==> src/rtl/acp_pkg.sv <==
// Package with shared types, codes and constants of the pheromone engine.
`default_nettype none
package acp_pkg;

    localparam int MAX_CELLS_DEF  = 1024;
    localparam int MAX_VALUES_DEF = 32;
    localparam int ACC_W          = 50;

    localparam logic [16:0] W_KEEP = 17'd58982;
    localparam logic [16:0] W_ADD  = 17'd6554;

    localparam logic [10:0] RST_CELL_COUNT  = 11'd81;
    localparam logic [31:0] RST_INIT_LEVEL  = 32'd809;
    localparam logic [15:0] RST_REINF_RATE  = 16'd6554;
    localparam logic [15:0] RST_BEST_DECAY  = 16'd655;

    typedef enum logic [2:0] {
        OP_CLEAR  = 3'd0,
        OP_READ   = 3'd1,
        OP_UPDATE = 3'd2,
        OP_LOAD   = 3'd3,
        OP_END    = 3'd4
    } t_opcode;

    typedef enum logic [1:0] {
        REG_CELL_COUNT = 2'd0,
        REG_INIT_LEVEL = 2'd1,
        REG_REINF_RATE = 2'd2,
        REG_BEST_DECAY = 2'd3
    } t_reg_idx;

    typedef enum logic [1:0] {
        MAC_IDLE,
        MAC_LOAD,
        MAC_ADD
    } t_mac_op;

    typedef enum logic [2:0] {
        MS_UPD_OLD,
        MS_UPD_INIT,
        MS_RF_OLD,
        MS_RF_BEST,
        MS_DECAY
    } t_mac_src;

    typedef enum logic [1:0] {
        TW_SWEEP,
        TW_ITEM,
        TW_RF
    } t_tbl_wsel;

    typedef struct packed {
        logic      cap;
        logic      cnt_clr;
        logic      cnt_inc;
        logic      fill_latch;
        logic      best_clr;
        logic      tbl_we;
        t_tbl_wsel tbl_wsel;
        logic      tbl_re;
        logic      tbl_rsel_rf;
        logic      best_sweep_we;
        logic      best_copy_we;
        logic      cand_we;
        logic      sol_re;
        logic      word_latch;
        t_mac_op   mac_op;
        t_mac_src  mac_src;
        logic      level_from_rd;
        logic      level_from_mac;
        logic      err_set;
        logic      div_start;
        logic      div_step;
        logic      div_finish;
        logic      commit;
        logic      decay_wr;
        logic      out_load;
    } t_cmd;

    typedef struct packed {
        logic [2:0] op;
        logic       range_err;
        logic       diff_zero;
        logic       div_done;
        logic       cnt_tbl_last;
        logic       cnt_cell_last;
        logic       rf_hit;
        logic       out_free;
    } t_stat;

endpackage
`default_nettype wire

==> src/rtl/acp_ctrl.sv <==
// Controller state machine that sequences every operation over the datapath.
`default_nettype none
module acp_ctrl (
    input  wire logic           i_clk,
    input  wire logic           i_rst_n,
    input  wire logic           i_in_valid,
    output logic                o_in_ready,
    input  wire acp_pkg::t_stat i_stat,
    output acp_pkg::t_cmd       o_cmd
);
    typedef enum logic [4:0] {
        S_INIT,
        S_IDLE,
        S_DISPATCH,
        S_CLEAR,
        S_RD_WAIT,
        S_UPD_ADD,
        S_UPD_WR,
        S_DIV,
        S_CMP,
        S_RF_RD,
        S_RF_CHK,
        S_RF_MUL,
        S_RF_ADD,
        S_RF_WR,
        S_DEC,
        S_DEC_WR,
        S_DONE
    } t_state;

    t_state r_state;
    t_state n_state;

    always_comb begin
        o_cmd   = '0;
        n_state = r_state;
        case (r_state)
            S_INIT: begin
                o_cmd.tbl_we        = 1'b1;
                o_cmd.tbl_wsel      = acp_pkg::TW_SWEEP;
                o_cmd.best_sweep_we = 1'b1;
                if (i_stat.cnt_tbl_last) begin
                    o_cmd.cnt_clr = 1'b1;
                    n_state       = S_IDLE;
                end else begin
                    o_cmd.cnt_inc = 1'b1;
                end
            end
            S_IDLE: begin
                if (i_in_valid) begin
                    o_cmd.cap = 1'b1;
                    n_state   = S_DISPATCH;
                end
            end
            S_DISPATCH: begin
                if (i_stat.range_err) begin
                    o_cmd.err_set = 1'b1;
                    n_state       = S_DONE;
                end else begin
                    case (i_stat.op)
                        acp_pkg::OP_CLEAR: begin
                            o_cmd.fill_latch = 1'b1;
                            o_cmd.best_clr   = 1'b1;
                            o_cmd.cnt_clr    = 1'b1;
                            n_state          = S_CLEAR;
                        end
                        acp_pkg::OP_READ, acp_pkg::OP_UPDATE: begin
                            o_cmd.tbl_re = 1'b1;
                            n_state      = S_RD_WAIT;
                        end
                        acp_pkg::OP_LOAD: begin
                            o_cmd.cand_we = 1'b1;
                            n_state       = S_DONE;
                        end
                        acp_pkg::OP_END: begin
                            if (i_stat.diff_zero) begin
                                o_cmd.div_finish = 1'b1;
                                n_state          = S_CMP;
                            end else begin
                                o_cmd.div_start = 1'b1;
                                n_state         = S_DIV;
                            end
                        end
                        default: n_state = S_DONE;
                    endcase
                end
            end
            S_CLEAR: begin
                o_cmd.tbl_we   = 1'b1;
                o_cmd.tbl_wsel = acp_pkg::TW_SWEEP;
                if (i_stat.cnt_tbl_last) begin
                    n_state = S_DONE;
                end else begin
                    o_cmd.cnt_inc = 1'b1;
                end
            end
            S_RD_WAIT: begin
                if (i_stat.op == acp_pkg::OP_READ) begin
                    o_cmd.level_from_rd = 1'b1;
                    n_state             = S_DONE;
                end else begin
                    o_cmd.mac_op  = acp_pkg::MAC_LOAD;
                    o_cmd.mac_src = acp_pkg::MS_UPD_OLD;
                    n_state       = S_UPD_ADD;
                end
            end
            S_UPD_ADD: begin
                o_cmd.mac_op  = acp_pkg::MAC_ADD;
                o_cmd.mac_src = acp_pkg::MS_UPD_INIT;
                n_state       = S_UPD_WR;
            end
            S_UPD_WR: begin
                o_cmd.tbl_we         = 1'b1;
                o_cmd.tbl_wsel       = acp_pkg::TW_ITEM;
                o_cmd.level_from_mac = 1'b1;
                n_state              = S_DONE;
            end
            S_DIV: begin
                if (i_stat.div_done) begin
                    o_cmd.div_finish = 1'b1;
                    n_state          = S_CMP;
                end else begin
                    o_cmd.div_step = 1'b1;
                end
            end
            S_CMP: begin
                o_cmd.commit  = 1'b1;
                o_cmd.cnt_clr = 1'b1;
                n_state       = S_RF_RD;
            end
            S_RF_RD: begin
                o_cmd.sol_re = 1'b1;
                n_state      = S_RF_CHK;
            end
            S_RF_CHK: begin
                o_cmd.word_latch   = 1'b1;
                o_cmd.best_copy_we = 1'b1;
                if (i_stat.rf_hit) begin
                    o_cmd.tbl_re      = 1'b1;
                    o_cmd.tbl_rsel_rf = 1'b1;
                    n_state           = S_RF_MUL;
                end else if (i_stat.cnt_cell_last) begin
                    n_state = S_DEC;
                end else begin
                    o_cmd.cnt_inc = 1'b1;
                    n_state       = S_RF_RD;
                end
            end
            S_RF_MUL: begin
                o_cmd.mac_op  = acp_pkg::MAC_LOAD;
                o_cmd.mac_src = acp_pkg::MS_RF_OLD;
                n_state       = S_RF_ADD;
            end
            S_RF_ADD: begin
                o_cmd.mac_op  = acp_pkg::MAC_ADD;
                o_cmd.mac_src = acp_pkg::MS_RF_BEST;
                n_state       = S_RF_WR;
            end
            S_RF_WR: begin
                o_cmd.tbl_we   = 1'b1;
                o_cmd.tbl_wsel = acp_pkg::TW_RF;
                if (i_stat.cnt_cell_last) begin
                    n_state = S_DEC;
                end else begin
                    o_cmd.cnt_inc = 1'b1;
                    n_state       = S_RF_RD;
                end
            end
            S_DEC: begin
                o_cmd.mac_op  = acp_pkg::MAC_LOAD;
                o_cmd.mac_src = acp_pkg::MS_DECAY;
                n_state       = S_DEC_WR;
            end
            S_DEC_WR: begin
                o_cmd.decay_wr = 1'b1;
                n_state        = S_DONE;
            end
            S_DONE: begin
                if (i_stat.out_free) begin
                    o_cmd.out_load = 1'b1;
                    n_state        = S_IDLE;
                end
            end
            default: n_state = S_IDLE;
        endcase
    end

    always_ff @(posedge i_clk) begin
        if (!i_rst_n) begin
            r_state <= S_INIT;
        end else begin
            r_state <= n_state;
        end
    end

    assign o_in_ready = (r_state == S_IDLE);
endmodule
`default_nettype wire

==> config.mk <==
export PLATFORM = sky130hd
export DESIGN_NAME = acp_ctrl
export DESIGN_NICKNAME = d
export VERILOG_FILES = /design/src/rtl/acp_pkg.sv /design/src/rtl/acp_ctrl.sv
export SDC_FILE = /design/constraint.sdc
export NUM_CORES = 1
export LEC_CHECK = 0
export BUFFER_PORTS_ARGS = -buffer_cell sky130_fd_sc_hd__buf_4
export CORE_MARGIN = 2
export CORE_UTILIZATION = 41
export DETAILED_ROUTE_END_ITERATION = 8
export GPL_TIMING_DRIVEN = 1
export PLACE_DENSITY = 0.78
export SETUP_SLACK_MARGIN = 0.02
export SYNTH_ARGS = -nofsm -noshare
export SYNTH_HDL_FRONTEND = slang
export SYNTH_SLANG_ARGS = --single-unit
==> constraint.sdc <==
create_clock -name i_clk -period 1.4 [get_ports i_clk]
set_input_delay 0.07 -clock i_clk [delete_from_list [all_inputs] [get_ports i_clk]]
set_output_delay 0.07 -clock i_clk [all_outputs]
set_load 0.02 [all_outputs]
==> results_dict.tcl, run 1 <==
set metrics [dict create \
    outcome "finished, violations left" \
    violations "negative setup slack" \
    synth_fp_nets 147 \
    grt_max_degree 11 \
    drv_slew 0 \
    async_reset_ff_share_pct 0 \
    start_util_pct 44.2 \
    rows 16 \
    dieArea_sq_um 2550 \
    syn_area_per_cell_sq_um 6.60 \
    drive_above_1_share_pct 66.8 \
    finalHoldViolCount 0 \
    finClkSkew_ns 0.00663 \
    avgRoutedWirePerCell_um 22.8 \
    p_total_w 0.00118 \
    critPathMostFrequentCell "buf_4" \
    path_delay_family "buffers and inverters" \
    ys_types 49 \
    grt_pass1_wl_um 6350 \
    largest_reg_flops 5 \
    rsz0062_at_grt "true" \
    syn_to_final_growth_pct 116 \
    startpoint "r_state[2]" \
    yosys.area.top_type_share_pct 11.3 \
    path_depth 6 \
    crit_slowest_cell "dfxtp_4" \
    reg_top3 "r_state x5" \
    clock-root-buffer "clkbuf_4" \
    relSlewSlack_pct 66.2 \
    drc 0 \
    design.portCount 43 \
    rr_endpoint "r_state[1]" \
    cts_sinks 5 \
    setup_slack_ns -0.281 \
    rr_worst_depth 9 \
    r2r_setup_slack_ns -0.26 \
    cts_buffers 3 \
    routed_wirelength_um 5430 \
    synth_flop_cell "dfxtp_1" \
    synth_area_sq_um 885 \
    dpl.hpwl_um 2520 \
    grt_pass1_vias 1284 \
    fillers 53 \
    peakVddDrop_uv 542 \
    yosysMostFrequentCell "nor2_1" \
    vias 1576 \
    antenna_found_initial 0 \
    cp_cell_sequence "nor2_4, buf_6, nand4b_1, buf_4, nor3_2, buf_4" \
    synth.area.top_cells "dfxtp_1 (11%), nor2_1 (8.9%), nand2b_1 (5.0%)" \
    max_cap_violations 0 \
    routed_via_density 6.62 \
    ctsHoldBuffers 0 \
    die_w_um 50.5 \
    synth_top_area_cell "dfxtp_1" \
    fin_crit_sh_pct 120 \
    io_buffers 42 \
    syn-instance-count 134 \
    hold_path.class "primary input to flop" \
    worst-setup-path-type "flop to output pin" \
    cellLeakagePower_nw 0.797 \
    regMostFlops "r_state" \
    cp-end-kind "output pin" \
    clk_pin_slew_ns 0.06 \
    die_height_um 50.5 \
    synth_enable_flop_cells 0 \
    gp_congestion 0.937 \
    synth_commonest_cells "nor2_1 (21), nand2_1 (9), nor3_1 (8), a21oi_1 (7), nand2b_1 (7)" \
    final_util_pct 95.4 \
    antenna_left 0 \
    yosys_warnings 0 \
    grt_usage_pct 33.0 \
    min_period_ns 1.68 \
    antenna-diode-count 0 \
    dr.pass1.iters 6 \
    finalSetupViolCount 34 \
    dr.first_iter.drc_count 120 \
    cts_tree "done" \
    worstMarginPinSlew_ns 0.503 \
    synth-seq-cells 5 \
    worstPathArrival_ns 1.61 \
    slowest_delay_ns 0.38 \
    required_ns 1.33 \
    fin_nets 225 \
    clock_path_buffers 2 \
    worstReg2RegStart "r_state[3]" \
    crit_buf_inv 3 \
    seq_area_frac_synth_pct 11.3 \
    clock_latency_ns 0.27 \
    crit_end "o_cmd[16]" \
    overflow 0 \
    cts_htree_levels 1 \
    crit_path_start_kind "flop" \
    core_area_sq_um 2000 \
    worst-path-max-fanout 6 \
    powerDensity_nw_per_um2 621 \
    fmax_ghz 0.595 \
]
## routing by layer
metal	GRT usage, %	routed length (um)
met1	38.2	1850
met5	0	0
met2	62.3	2500
met4	9.46	503
met3	4.46	580
## worst min-delay path: cells and delay by family
family / cells / cell delay, ns
buffers and inverters: 1 / 0.13
AOI/OAI and AO/OA: 2 / 0.12
## placed cells by master (no fill, tap or decap), types with 3 or more instances in the layout
master    instances
buf_6            27
nand2b_4          4
nor2_4            9
o21ai_2           3
dfxtp_4           5
nor2_2            6
nand2b_1          4
inv_2             3
clkbuf_4          3
nor3_4            4
xnor2_1           3
nor2_1            8
buf_4            58
inv_1             3
nand2_1           9
nand3_1           5
a211oi_1          3
a21oi_1           6
nor3_2            3
## where the power goes
part	internal [W]	leakage (nW)	switching, W
Clock	0.000110	0.0150	0.0000894
Combinational	0.000389	0.738	0.000415
Sequential	0.000150	0.0444	0.0000319
Total	0.000649	0.797	0.000536
## how the worst min path moves through the flow
stage | from | endpoint | slack, ns | depth (start not counted)
finish | i_rst_n | r_state[0] | 0.09 | 3
global route | i_rst_n | r_state[2] | 0.09 | 2
global placement | i_rst_n | r_state[1] | 0.33 | 2
floorplan | i_stat[4] | o_cmd[4] | 0.19 | 1
detailed placement | i_rst_n | r_state[1] | 0.34 | 2
CTS | i_rst_n | r_state[1] | 0.09 | 2
## logic make-up after synthesis
group | share of synthesized area (%)
and+or+nand+nor | 44.7
AOI/OAI and AO/OA | 26.5
buffers and inverters | 13.6
DFF | 11.3
xor gates and xnor gates | 3.96
## timing repair
action,4_1_cts,5_1_grt
buffers inserted,7,8
resized for setup,51,25
setup endpoints to repair,32,33
pin swaps,17,11
cloned,0,0
## metrics by stage
step                cells  setup WS, ns  TNS (ns)  hold slack (ns)  area (sq um)
detailed placement    219       -0.0923    -0.296            0.336          1460
CTS                   230        -0.199     -2.61           0.0874          1730
floorplan             134        -0.140    -0.269            0.186           983
global route          238        -0.331     -7.19           0.0904          1910
finish                238        -0.281     -5.94           0.0925          1910
global placement      219       -0.0433    -0.109            0.334          1460
## area by class of cell
type / count / area, sq um / share of cell area (%)
sequential: 5 / 119 / 6.23
inverter: 7 / 30.0 / 1.57
multi-input combinational: 107 / 911 / 47.7
tap: 27 / 33.8 / 1.77
timing repair buffer: 88 / 790 / 41.3
clock buffer: 4 / 26.3 / 1.38
No activity file was read; power rests on OpenSTA's default activity.
==> inputs of run 2 (changes only) <==
- CORE_UTILIZATION: 41 -> 46
- PLACE_DENSITY: 0.78 -> 0.83
- clock period: 1.4 -> 1.8 ns (I/O delays scaled with it)
==> results_dict.tcl, run 2 (synthesis results as in run 1) <==
set metrics [dict create \
    fin_crit_sh_pct 96.6 \
    finalSetupViolCount 0 \
    drv_slew 0 \
    overflow 0 \
    powerDensity_nw_per_um2 492 \
    final_util_pct 74.3 \
    grt_pass1_vias 1035 \
    start_util_pct 50.1 \
    p_sw_w 0.000273 \
    grt_pass1_wl_um 4490 \
    switching_share_pct 42.4 \
    internal_power_w 0.000371 \
    setup_slack_ns 0.0608 \
    largest_reg_flops 5 \
    ctsHoldBuffers 0 \
    met1_usage_pct 34.8 \
    worstPathArrival_ns 1.65 \
    finalHoldViolCount 0 \
    dieArea_sq_um 2290 \
    dr.first_iter.drc_count 73 \
    io_buffers 42 \
    regMostFlops "r_state" \
    rows 15 \
    worst-path-max-fanout 10 \
    cp-end-kind "output pin" \
    die_height_um 47.9 \
    fin_tns_setup_ns 0 \
    holdPathStages 2 \
    vias 1220 \
    clock_latency_ns 0.24 \
    peakVddDrop_uv 409 \
    routed_wirelength_um 3040 \
    reg_top3 "r_state x5" \
    crit_slowest_cell "or3_4" \
    met2_usage_pct 45.1 \
    min_period_ns 1.74 \
    clock_power_share_pct 20.4 \
    clock_path_buffers 2 \
    grt_max_degree 16 \
    required_ns 1.71 \
    antenna_found_initial 0 \
    final_cells 202 \
    globalRouteMet3Util_pct 4.15 \
    cts_sinks 5 \
    cp_cell_sequence "or3_4, nor2_1, o21ai_1, a21oi_1, buf_4" \
    finClkSkew_ns 0.00100 \
    cts_htree_levels 1 \
    rr_worst_depth 6 \
    final_common_cell "buf_4" \
    hold_start "i_rst_n" \
    cts_tree "done" \
    die_w_um 47.9 \
    slowest_delay_ns 0.43 \
    avgRoutedWirePerCell_um 15.0 \
    hold_path.class "primary input to flop" \
    cellLeakagePower_nw 0.560 \
    fmax_ghz 0.575 \
    routed_via_density 6.04 \
    pre_cts_slack_ns 0.0854 \
    design.portCount 43 \
    relSlewSlack_pct 65.3 \
    max_cap_violations 0 \
    antenna-diode-count 0 \
    crit_path_start_kind "flop" \
    worstMarginPinSlew_ns 0.520 \
    grt-busiest-layer "met2" \
    worst-setup-path-type "flop to output pin" \
    drc 0 \
    dpl.hpwl_um 2310 \
    outcome "completed" \
    grt_usage_pct 27.2 \
    startpoint "r_state[3]" \
    worstReg2RegStart "r_state[3]" \
    fin_nets 191 \
    syn_to_final_growth_pct 48.1 \
    drive_above_1_share_pct 45.2 \
    antenna_left 0 \
    cts_buffers 3 \
    clock-root-buffer "clkbuf_4" \
    holdWs_ns 0.118 \
    sequentialPowerShare_pct 22.8 \
    gp_congestion 0.929 \
    clk_pin_slew_ns 0.04 \
    dr.pass1.iters 4 \
    comb_power_share_pct 56.8 \
    core_area_sq_um 1760 \
    dp_cells 196 \
    mostFrequentLayoutCells "buf_4 (54), nor2_1 (20), nand2_1 (9), nor3_1 (7), a21oi_1 (7)" \
]
## run 2: final cells by class
type | instances | area [sq um]
clock buffers | 4 | 26.3
fillers | 146 | 454
inverters | 7 | 26.3
multi-input cells | 107 | 704
flip-flops and latches | 5 | 116
well taps | 25 | 31.3
repair buffers | 54 | 405
## run 2: power groups by stage
stage / registers (W) / clock network (W) / logic (W)
finish: 0.000147 / 0.000132 / 0.000366
global route: 0.000148 / 0.000142 / 0.000391
CTS: 0.000146 / 0.000133 / 0.000349
detailed placement: 0.000147 / 0 / 0.000346
global placement: 0.000146 / 0 / 0.000340
floorplan: 0.000127 / 0 / 0.000247
## run 2: through the flow
| stage | power [W] | area (sq um) |
|---|---|---|
| floorplan | 0.000374 | 885 |
| global placement | 0.000485 | 1210 |
| detailed placement | 0.000493 | 1210 |
| CTS | 0.000628 | 1250 |
| global route | 0.000682 | 1310 |
| finish | 0.000645 | 1310 |
## run 2: final timing paths
check             slack, ns         end
hold / removal         0.12  r_state[2]
hold reg to reg        0.59  r_state[4]
setup / recovery       0.06   o_cmd[12]
setup reg to reg       0.25  r_state[3]
## run 2: timing repair
| action | 4_1_cts | 5_1_grt |
|---|---|---|
| endpoints found under the setup margin | 8 | 7 |
| gates resized for setup | 7 | 12 |
| pin swaps | 0 | 3 |
| setup buffers | 0 | 2 |
## run 2: per-layer routing
layer  wire, um  part of all wire [%]
met1       1120                    37
met3        350                    12
met2       1480                    49
met4         87                   2.9
met5          0                     0
## run 2: worst max-delay path: cells and delay by family (launching register included)
kind / cells / cell delay [ns]
buffers and inverters: 1 / 0.16
AOI/OAI and AO/OA: 2 / 0.23
and+or+nand+nor: 2 / 0.62
DFF: 1 / 0.38
